`config.mk`:
```
export PLATFORM = sky130hd
export DESIGN_NAME = greedy_graph_colouring_flat
export DESIGN_NICKNAME = d
export VERILOG_FILES = /design/src/hdl/ggc_pkg.sv /design/src/hdl/ggc_ifs.sv /design/src/hdl/ggc_ctrl.sv /design/src/hdl/ggc_datapath.sv /design/src/hdl/greedy_graph_colouring.sv /design/src/flat_wrapper.sv
export SDC_FILE = /design/constraint.sdc
export NUM_CORES = 1
export LEC_CHECK = 0
export CORE_UTILIZATION = 33
export DETAILED_ROUTE_END_ITERATION = 12
export DONT_BUFFER_PORTS = 1
export SLEW_MARGIN = 20
export SYNTH_ARGS = -nofsm -noshare
export SYNTH_HDL_FRONTEND = slang
export SYNTH_SLANG_ARGS = --single-unit
```
`constraint.sdc`:
```
create_clock -name i_clk -period 7.28 [get_ports i_clk]
set_input_delay 0.364 -clock i_clk [delete_from_list [all_inputs] [get_ports i_clk]]
set_output_delay 0.364 -clock i_clk [all_outputs]
set_load 0.05 [all_outputs]
```
`src/hdl/ggc_pkg.sv`:
```
// Shared widths, types and helpers for the greedy graph colouring block.
// Depends on nothing; every other file of the block refers to it by scoped names.
`timescale 1ns / 1ps

package ggc_pkg;

    localparam int ROW_W    = 64;
    localparam int VIDX_W   = 6;
    localparam int COLOUR_W = 6;
    localparam int COUNT_W  = 7;
    localparam int GROUP_W  = 8;
    localparam int GROUPS   = ROW_W / GROUP_W;
    localparam int GSEL_W   = 3;

    localparam int MAX_VERTICES_DEF = 64;
    localparam logic [COUNT_W-1:0] VERTEX_COUNT_RST = 7'd64;

    typedef logic [ROW_W-1:0]    t_row;
    typedef logic [VIDX_W-1:0]   t_vidx;
    typedef logic [COLOUR_W-1:0] t_colour;
    typedef logic [COUNT_W-1:0]  t_count;

    // Commands from the controller to the datapath.
    typedef struct packed {
        logic load;
        logic scan;
        logic find;
        logic commit;
    } t_ctl_cmd;

    // Status from the datapath to the controller.
    typedef struct packed {
        logic scan_done;
        logic can_commit;
    } t_ctl_sts;

    // Position of the lowest clear bit of a byte; 7 when all are set.
    function automatic logic [GSEL_W-1:0] first_zero8(input logic [GROUP_W-1:0] v);
        logic [GSEL_W-1:0] r;
        r = GSEL_W'(GROUP_W - 1);
        for (int b = GROUP_W - 1; b >= 0; b--) begin
            if (!v[b]) begin
                r = GSEL_W'(b);
            end
        end
        return r;
    endfunction

endpackage

```
`src/hdl/ggc_ifs.sv`:
```
// Valid/ready channel interfaces for the adjacency rows and the colouring results.
// Depends on ggc_pkg for the payload types.
`timescale 1ns / 1ps

interface ggc_in_if;
    logic            valid;
    logic            ready;
    ggc_pkg::t_row   neighbour_row;

    modport source (output valid, output neighbour_row, input ready);
    modport sink   (input valid, input neighbour_row, output ready);
endinterface

interface ggc_out_if;
    logic              valid;
    logic              ready;
    ggc_pkg::t_vidx    vertex_index;
    ggc_pkg::t_colour  assigned_colour;
    ggc_pkg::t_count   colours_used;
    logic              last_vertex;

    modport source (output valid, output vertex_index, output assigned_colour,
                    output colours_used, output last_vertex, input ready);
    modport sink   (input valid, input vertex_index, input assigned_colour,
                    input colours_used, input last_vertex, output ready);
endinterface

```
`src/hdl/ggc_ctrl.sv`:
```
// Sequencing state machine of the colouring block: accept, scan, search, commit.
// Depends on ggc_pkg for the command and status structs.
`timescale 1ns / 1ps

module ggc_ctrl (
    input  logic              i_clk,
    input  logic              i_rst_n,
    input  logic              i_in_valid,
    output logic              o_in_ready,
    input  ggc_pkg::t_ctl_sts i_sts,
    output ggc_pkg::t_ctl_cmd o_cmd
);

    localparam logic [1:0] ST_IDLE = 2'd0;
    localparam logic [1:0] ST_SCAN = 2'd1;
    localparam logic [1:0] ST_FIND = 2'd2;
    localparam logic [1:0] ST_DONE = 2'd3;

    logic [1:0] r_state;
    logic [1:0] n_state;

    always_ff @(posedge i_clk) begin
        if (!i_rst_n) begin
            r_state <= ST_IDLE;
        end else begin
            r_state <= n_state;
        end
    end

    always_comb begin
        n_state      = r_state;
        o_cmd        = '0;
        o_in_ready   = 1'b0;
        unique case (r_state)
            ST_IDLE: begin
                o_in_ready = 1'b1;
                if (i_in_valid) begin
                    o_cmd.load = 1'b1;
                    n_state    = ST_SCAN;
                end
            end
            ST_SCAN: begin
                o_cmd.scan = 1'b1;
                if (i_sts.scan_done) begin
                    n_state = ST_FIND;
                end
            end
            ST_FIND: begin
                o_cmd.find = 1'b1;
                n_state    = ST_DONE;
            end
            ST_DONE: begin
                // Wait here only while an earlier result still sits unread.
                if (i_sts.can_commit) begin
                    o_cmd.commit = 1'b1;
                    n_state      = ST_IDLE;
                end
            end
            default: begin
                n_state = ST_IDLE;
            end
        endcase
    end

endmodule

```
`src/hdl/ggc_datapath.sv`:
```
// Datapath of the colouring block: colour memory, neighbour scan, free-colour search,
// per-graph counters, configuration register and output register. Depends on ggc_pkg.
`timescale 1ns / 1ps

module ggc_datapath #(
    parameter int MAX_VERTICES = ggc_pkg::MAX_VERTICES_DEF
) (
    input  logic                  i_clk,
    input  logic                  i_rst_n,
    input  ggc_pkg::t_ctl_cmd     i_cmd,
    output ggc_pkg::t_ctl_sts     o_sts,
    input  logic                  i_cfg_wr_en,
    input  ggc_pkg::t_count       i_cfg_wr_data,
    input  ggc_pkg::t_row         i_row,
    input  logic                  i_out_ready,
    output logic                  o_out_valid,
    output ggc_pkg::t_vidx        o_vertex_index,
    output ggc_pkg::t_colour      o_assigned_colour,
    output ggc_pkg::t_count       o_colours_used,
    output logic                  o_last_vertex
);

    localparam int AW = (MAX_VERTICES > 1) ? $clog2(MAX_VERTICES) : 1;
    localparam ggc_pkg::t_count MAX_N = ggc_pkg::t_count'(MAX_VERTICES);

    ggc_pkg::t_colour r_store [MAX_VERTICES];

    ggc_pkg::t_count   r_vertex_count;
    ggc_pkg::t_vidx    r_vertex_counter;
    ggc_pkg::t_count   r_colour_total;
    ggc_pkg::t_row     r_row;
    ggc_pkg::t_vidx    r_k;
    ggc_pkg::t_row     r_taken;
    logic              r_hit;
    ggc_pkg::t_colour  r_rd_data;
    logic [ggc_pkg::GROUPS-1:0] r_grp_full;
    logic [ggc_pkg::GSEL_W-1:0] r_grp_first [ggc_pkg::GROUPS];
    logic              r_out_valid;
    ggc_pkg::t_vidx    r_out_index;
    ggc_pkg::t_colour  r_out_colour;
    ggc_pkg::t_count   r_out_used;
    logic              r_out_last;

    logic              scan_done;
    logic              issue;
    ggc_pkg::t_colour  colour;
    ggc_pkg::t_count   colour_plus1;
    ggc_pkg::t_count   n_colour_total;
    ggc_pkg::t_count   eff_count;
    logic              last;

    assign scan_done = (r_k == r_vertex_counter);
    assign issue     = i_cmd.scan && !scan_done;

    assign o_sts.scan_done  = scan_done;
    assign o_sts.can_commit = !r_out_valid || i_out_ready;

    // Lowest free colour: first group that is not full, then its lowest clear bit.
    always_comb begin
        colour = ggc_pkg::t_colour'(ggc_pkg::ROW_W - 1);
        for (int g = ggc_pkg::GROUPS - 1; g >= 0; g--) begin
            if (!r_grp_full[g]) begin
                colour = {ggc_pkg::GSEL_W'(g), r_grp_first[g]};
            end
        end
    end

    always_comb begin
        colour_plus1   = {1'b0, colour} + ggc_pkg::t_count'(1);
        n_colour_total = (colour_plus1 > r_colour_total) ? colour_plus1 : r_colour_total;
        if (r_vertex_count == '0) begin
            eff_count = ggc_pkg::t_count'(1);
        end else if (r_vertex_count > MAX_N) begin
            eff_count = MAX_N;
        end else begin
            eff_count = r_vertex_count;
        end
        last = (({1'b0, r_vertex_counter} + ggc_pkg::t_count'(1)) >= eff_count);
    end

    // Colour memory: one read per scan cycle, one write per committed vertex.
    always_ff @(posedge i_clk) begin
        if (issue) begin
            r_rd_data <= r_store[r_k[AW-1:0]];
        end
        if (i_cmd.commit) begin
            r_store[r_vertex_counter[AW-1:0]] <= colour;
        end
    end

    // Scan of the earlier vertices, one per cycle, with the read data used in the cycle after its read.
    always_ff @(posedge i_clk) begin
        if (i_cmd.load) begin
            r_row   <= i_row;
            r_k     <= '0;
            r_taken <= '0;
        end else begin
            if (issue) begin
                r_row <= r_row >> 1;
                r_k   <= r_k + ggc_pkg::t_vidx'(1);
            end
            if (r_hit) begin
                r_taken <= r_taken | (ggc_pkg::t_row'(1) << r_rd_data);
            end
        end
        if (i_cmd.find) begin
            for (int g = 0; g < ggc_pkg::GROUPS; g++) begin
                r_grp_full[g]  <= &r_taken[g*ggc_pkg::GROUP_W +: ggc_pkg::GROUP_W];
                r_grp_first[g] <= ggc_pkg::first_zero8(
                    r_taken[g*ggc_pkg::GROUP_W +: ggc_pkg::GROUP_W]);
            end
        end
        if (i_cmd.commit) begin
            r_out_index  <= r_vertex_counter;
            r_out_colour <= colour;
            r_out_used   <= n_colour_total;
            r_out_last   <= last;
        end
    end

    always_ff @(posedge i_clk) begin
        if (!i_rst_n) begin
            r_vertex_count   <= ggc_pkg::VERTEX_COUNT_RST;
            r_vertex_counter <= '0;
            r_colour_total   <= '0;
            r_hit            <= 1'b0;
            r_out_valid      <= 1'b0;
        end else begin
            if (i_cfg_wr_en) begin
                r_vertex_count <= i_cfg_wr_data;
            end
            r_hit <= issue && r_row[0];
            if (i_cmd.commit) begin
                r_out_valid <= 1'b1;
                if (last) begin
                    r_vertex_counter <= '0;
                    r_colour_total   <= '0;
                end else begin
                    r_vertex_counter <= r_vertex_counter + ggc_pkg::t_vidx'(1);
                    r_colour_total   <= n_colour_total;
                end
            end else if (i_out_ready) begin
                r_out_valid <= 1'b0;
            end
        end
    end

    assign o_out_valid       = r_out_valid;
    assign o_vertex_index    = r_out_index;
    assign o_assigned_colour = r_out_colour;
    assign o_colours_used    = r_out_used;
    assign o_last_vertex     = r_out_last;

endmodule

```
`src/hdl/greedy_graph_colouring.sv`:
```
// Top level of the first-fit greedy vertex colouring block.
// Depends on ggc_pkg, ggc_ifs (channel interfaces), ggc_ctrl and ggc_datapath.
//
// Usage:
//   Vertices of a graph arrive in index order on i_in, one adjacency row per
//   transaction; bit k of neighbour_row marks an edge to vertex k. Only bits
//   below the current vertex index are looked at. Each vertex yields one
//   transaction on o_out with its index, its colour, the colour count of the
//   graph so far and a last flag on the final vertex of the graph.
//   The vertex count is written through i_cfg_wr_en / i_cfg_wr_data while the
//   block is idle; 0 acts as 1 and values above MAX_VERTICES act as MAX_VERTICES.
//   Sequence: vertex i is scanned against its i predecessors, one colour memory
//   read per cycle; then the free colour is searched and the result committed,
//   and the next row is taken once that result is valid.
//   The result sits in an output register; a new row is accepted while it waits,
//   and the block only holds before its own commit if that register is still full.
//   Reset restores a vertex count of 64 and starts a new graph at vertex 0; the
//   colour memory needs no clearing since only vertices of the current graph are read.
`timescale 1ns / 1ps

module greedy_graph_colouring #(
    parameter int MAX_VERTICES = ggc_pkg::MAX_VERTICES_DEF
) (
    input  logic             i_clk,
    input  logic             i_rst_n,
    input  logic             i_cfg_wr_en,
    input  ggc_pkg::t_count  i_cfg_wr_data,
    ggc_in_if.sink           i_in,
    ggc_out_if.source        o_out
);

    ggc_pkg::t_ctl_cmd cmd;
    ggc_pkg::t_ctl_sts sts;
    logic              in_ready;

    ggc_ctrl u_ctrl (
        .i_clk      (i_clk),
        .i_rst_n    (i_rst_n),
        .i_in_valid (i_in.valid),
        .o_in_ready (in_ready),
        .i_sts      (sts),
        .o_cmd      (cmd)
    );

    ggc_datapath #(
        .MAX_VERTICES (MAX_VERTICES)
    ) u_datapath (
        .i_clk             (i_clk),
        .i_rst_n           (i_rst_n),
        .i_cmd             (cmd),
        .o_sts             (sts),
        .i_cfg_wr_en       (i_cfg_wr_en),
        .i_cfg_wr_data     (i_cfg_wr_data),
        .i_row             (i_in.neighbour_row),
        .i_out_ready       (o_out.ready),
        .o_out_valid       (o_out.valid),
        .o_vertex_index    (o_out.vertex_index),
        .o_assigned_colour (o_out.assigned_colour),
        .o_colours_used    (o_out.colours_used),
        .o_last_vertex     (o_out.last_vertex)
    );

    assign i_in.ready = in_ready;

endmodule

```
`src/flat_wrapper.sv`:
```
// flat-port wrapper written by rule: the top's interface ports become plain ports
module greedy_graph_colouring_flat 
#(
    parameter int MAX_VERTICES = ggc_pkg::MAX_VERTICES_DEF
)
  (i_clk, i_rst_n, i_cfg_wr_en, i_cfg_wr_data, i_in_valid, i_in_neighbour_row, i_in_ready, o_out_valid, o_out_vertex_index, o_out_assigned_colour, o_out_colours_used, o_out_last_vertex, o_out_ready);
  ggc_in_if i_in_i ();
  ggc_out_if o_out_i ();
  input  logic i_clk;
  input  logic i_rst_n;
  input  logic i_cfg_wr_en;
  input  ggc_pkg::t_count i_cfg_wr_data;
  input wire logic [$bits(i_in_i.valid)-1:0] i_in_valid;
  input wire logic [$bits(i_in_i.neighbour_row)-1:0] i_in_neighbour_row;
  output wire logic [$bits(i_in_i.ready)-1:0] i_in_ready;
  output wire logic [$bits(o_out_i.valid)-1:0] o_out_valid;
  output wire logic [$bits(o_out_i.vertex_index)-1:0] o_out_vertex_index;
  output wire logic [$bits(o_out_i.assigned_colour)-1:0] o_out_assigned_colour;
  output wire logic [$bits(o_out_i.colours_used)-1:0] o_out_colours_used;
  output wire logic [$bits(o_out_i.last_vertex)-1:0] o_out_last_vertex;
  input wire logic [$bits(o_out_i.ready)-1:0] o_out_ready;
  assign i_in_i.valid = i_in_valid;
  assign i_in_i.neighbour_row = i_in_neighbour_row;
  assign i_in_ready = i_in_i.ready;
  assign o_out_valid = o_out_i.valid;
  assign o_out_vertex_index = o_out_i.vertex_index;
  assign o_out_assigned_colour = o_out_i.assigned_colour;
  assign o_out_colours_used = o_out_i.colours_used;
  assign o_out_last_vertex = o_out_i.last_vertex;
  assign o_out_i.ready = o_out_ready;
  greedy_graph_colouring #(.MAX_VERTICES(MAX_VERTICES)) u_core (.i_clk(i_clk), .i_rst_n(i_rst_n), .i_cfg_wr_en(i_cfg_wr_en), .i_cfg_wr_data(i_cfg_wr_data), .i_in(i_in_i), .o_out(o_out_i));
endmodule
```
==> results.toml <==
[clock_network]
ctsHoldBuffers = 81
ctsResizeCount = 0
root_buffer = "clkbuf_16"
cts_tree = "yes"
clkTransAtPathRegs_ps = 60
htreeDepth = 2
clock_sinks = 600
cts_setup_buffers = 0
ctsLongestPathBuffers = 3
cts_made_buffers = 57
clk_latency_ps = 600

[sta]
tightest_slew_ps = 1090
timing.slew.headroom_pct = 27.0
fin_crit_sh_pct = 62.7
drv_slew = 0
clock_skew_ps = 24.6
post-route-min-period_ps = 4570
finalSetupViolCount = 0
tns_ps = 0
rsz0062_at_grt = "false"
max_freq_mhz = 219
hold_viol_final = 0

[drt]
num_vias = 12900
post_drt_wl_per_cell_um = 19.9
via_per_inst = 5.05
post-route-drc-count = 0
dr.pass1.iters = 5
dr.first_iter.drc_count = 1044
drt-total-wl_um = 50800
ant_nets = 0

[grt]
grt_first_pass_wirelength_um = 78900
grt_usage_pct = 13.7
antenna_found_initial = 1
grt_pass1_vias = 13400
grt_overflow = 0
grt_start_max_net_pins = 75

[critical_path]
crit_path_end_kind = "register"
cp_top_family = "compound AO/OA/AOI/OAI gates"
critPathArrivalTime_ps = 4890
critPathLaunchType = "register"
slowest_stage = "o31ai_2"
crit_cells = 14
crit_type = "register to register"
max_stage_delay_ps = 630
r2r_cells = 14
crit_top_cell = "nand2_1"
path_cells = "nor3b_1 > o211ai_1 > o211a_2 > buf_4 > a21boi_1 > nand2_1 > xnor2_1 > ha_1 > o21ai_0 > nor2_1 > o31ai_2 > inv_1 > nand2_1 > o221ai_1"
critical_path_required_ps = 7610
crit_fanout = 68
critical_path_buf_inv_count = 2
worst-r2r-setup-slack_ps = 2710

[hold_path]
whs_path_depth = 4
hp-class = "primary input to register"

[power]
leakagePower_nw = 8.77
power.density_nw_per_um2 = 318
ir_drop_mv = 0.208

[yosys]
ys.flop_type = "edfxtp_1"
ys_ff_latch = 600
syn_avg_cell_area_um2 = 16.4
synth_edf_count = 506
ys.warnings.count = 0
netlist-cell-type-count = 53
synth_nets = 1572
ys_seq_area_share_pct = 70.7
syn_area_um2 = 24200
synthArstFlopShare_pct = 0
netlist_instances = 1474

[cells_and_area]
diodes = 0
drive_gt1_share_pct = 18.6
nNetsFinal = 1658
area_growth_pct = 15.4
utilization_pct = 38.7

[floorplanning]
core_um2 = 72000
initial_core_util_pct = 33.6
boundaryPins = 98
die-width_um = 273
die_area_um2 = 74300
rows = 98
die_h_um = 273

[placed_design]
routabilityCongestion = 0.789
io_buffers = 0
dpl.hpwl_um = 32200

[flow_run]
drv_cap = 0

[status]
status = "finished clean"
-- synthesized netlist by cell type, drive strengths merged, types with 2 or more instances --
library cell / n / area (um2)
edfxtp: 506 / 15200
nor2: 164 / 616
mux4: 120 / 2700
dfxtp: 94 / 1880
nand2: 91 / 342
a21oi: 66 / 330
mux2: 65 / 732
clkbuf: 54 / 203
inv: 27 / 101
o21ai: 25 / 125
nand3: 23 / 115
a31oi: 22 / 138
ha: 22 / 275
nor2b: 22 / 138
and2: 19 / 119
buf: 19 / 111
a21boi: 13 / 97.6
a22oi: 13 / 97.6
nor4: 9 / 56.3
xnor2: 9 / 78.8
mux2i: 8 / 80.1
xor2: 8 / 70.1
nand4: 7 / 43.8
and3: 6 / 37.5
nand2b: 6 / 37.5
nand3b: 6 / 45.0
o211ai: 6 / 45.0
a211o: 5 / 43.8
nor3: 5 / 25.0
nor3b: 4 / 30.0
or3: 4 / 25.0
a21o: 3 / 22.5
o211a: 3 / 30.0
or2: 3 / 18.8
a32oi: 2 / 17.5
o21a: 2 / 15.0
o22ai: 2 / 12.5
-- path summary, 6_finish.rpt --
| check | from | endpoint |
|---|---|---|
| setup / recovery | u_core.u_datapath.r_grp_full[6] | u_core.u_datapath.o_colours_used[3] |
| hold / removal | i_in_valid | u_core.u_ctrl.r_state[0] |
| setup reg to reg | u_core.u_datapath.r_grp_full[6] | u_core.u_datapath.o_colours_used[3] |
| hold reg to reg | u_core.u_datapath.r_colour_total[4] | u_core.u_datapath.r_colour_total[4] |
-- final cells by class --
cell class	instances	area, um2
sequential	600	17100
inverter	27	103
multi-input combinational	774	6700
clock buffer	77	1620
fill	6453	44100
timing repair buffer	100	966
tap	950	1190
clock inverter	27	231
-- per-layer routing --
layer,vias up,part of all wire (%),global-route usage [%]
met5,-,0.026,0
met4,2,1.6,3.64
met3,67,5.2,2.24
met2,324,50,23.2
met1,6638,43,18.3
li1,5873,-,-
-- per-stage QoR --
step	power [mW]	worst slack (ps)	instance area [um2]	hold WS, ps	instances
finish	8.86	2710	27900	115	2555
global placement	5.94	2850	25200	449	2369
global route	9.24	2360	27900	141	2555
CTS	8.95	2740	27900	81.9	2554
detailed placement	5.98	2740	25200	456	2369
floorplan	5.59	2170	24200	406	1474
-- sequential cells by signal, summed over array words and instances (netlist names), 2 cells and up --
signal,flops
u_core.u_ctrl.r_state,2
u_core.u_datapath.o_assigned_colour,6
u_core.u_datapath.o_colours_used,7
u_core.u_datapath.o_vertex_index,6
u_core.u_datapath.r_colour_total,7
u_core.u_datapath.r_grp_first,24
u_core.u_datapath.r_grp_full,8
u_core.u_datapath.r_k,6
u_core.u_datapath.r_rd_data,6
u_core.u_datapath.r_row,64
u_core.u_datapath.r_store,384
u_core.u_datapath.r_taken,64
u_core.u_datapath.r_vertex_count,7
u_core.u_datapath.r_vertex_counter,6
-- cells in the final DEF (no fill, tap or decap), types with 5 or more instances in the layout --
master         count
xnor2_1            9
clkbuf_16         61
buf_4             18
nand2b_1           6
a211o_1            5
nor2b_1           22
a22oi_1           13
nor3_1             5
nand3b_1           6
inv_1             25
clkinv_2           7
a21boi_0          12
nand4_1            7
a31oi_1           21
xor2_1             8
mux2_2            65
nand3_1           23
and2_1            17
nor2_1           164
nor4_1             9
and3_1             6
ha_1              22
edfxtp_1         506
a21oi_1           66
mux4_2           120
o211ai_1           6
mux2i_1            8
clkbuf_1          13
clkinv_1          12
nand2_1           90
dlygate4sd3_1     81
o21ai_0           24
dfxtp_1           91
-- tightest hold or removal path: stages --
cell      delay, ps
inv_1            50
a221oi_2         80
nand2_1          60
o211a_1         140
-- power breakdown --
| group | internal [mW] | switching (mW) |
|---|---|---|
| Sequential | 4.20 | 0.206 |
| Clock | 1.69 | 1.24 |
| Combinational | 0.687 | 0.840 |
-- cell families after synthesis --
logic type / after synthesis / synth area share (%)
and+or+nand+nor: 372 / 6.93
buffers and inverters: 100 / 1.72
AOI/OAI and AO/OA: 170 / 4.40
muxes: 193 / 14.5
adders and majority gates: 22 / 1.14
xor gates and xnor gates: 17 / 0.616
DFF: 600 / 70.7
No activity file was read; power rests on OpenSTA's default activity.
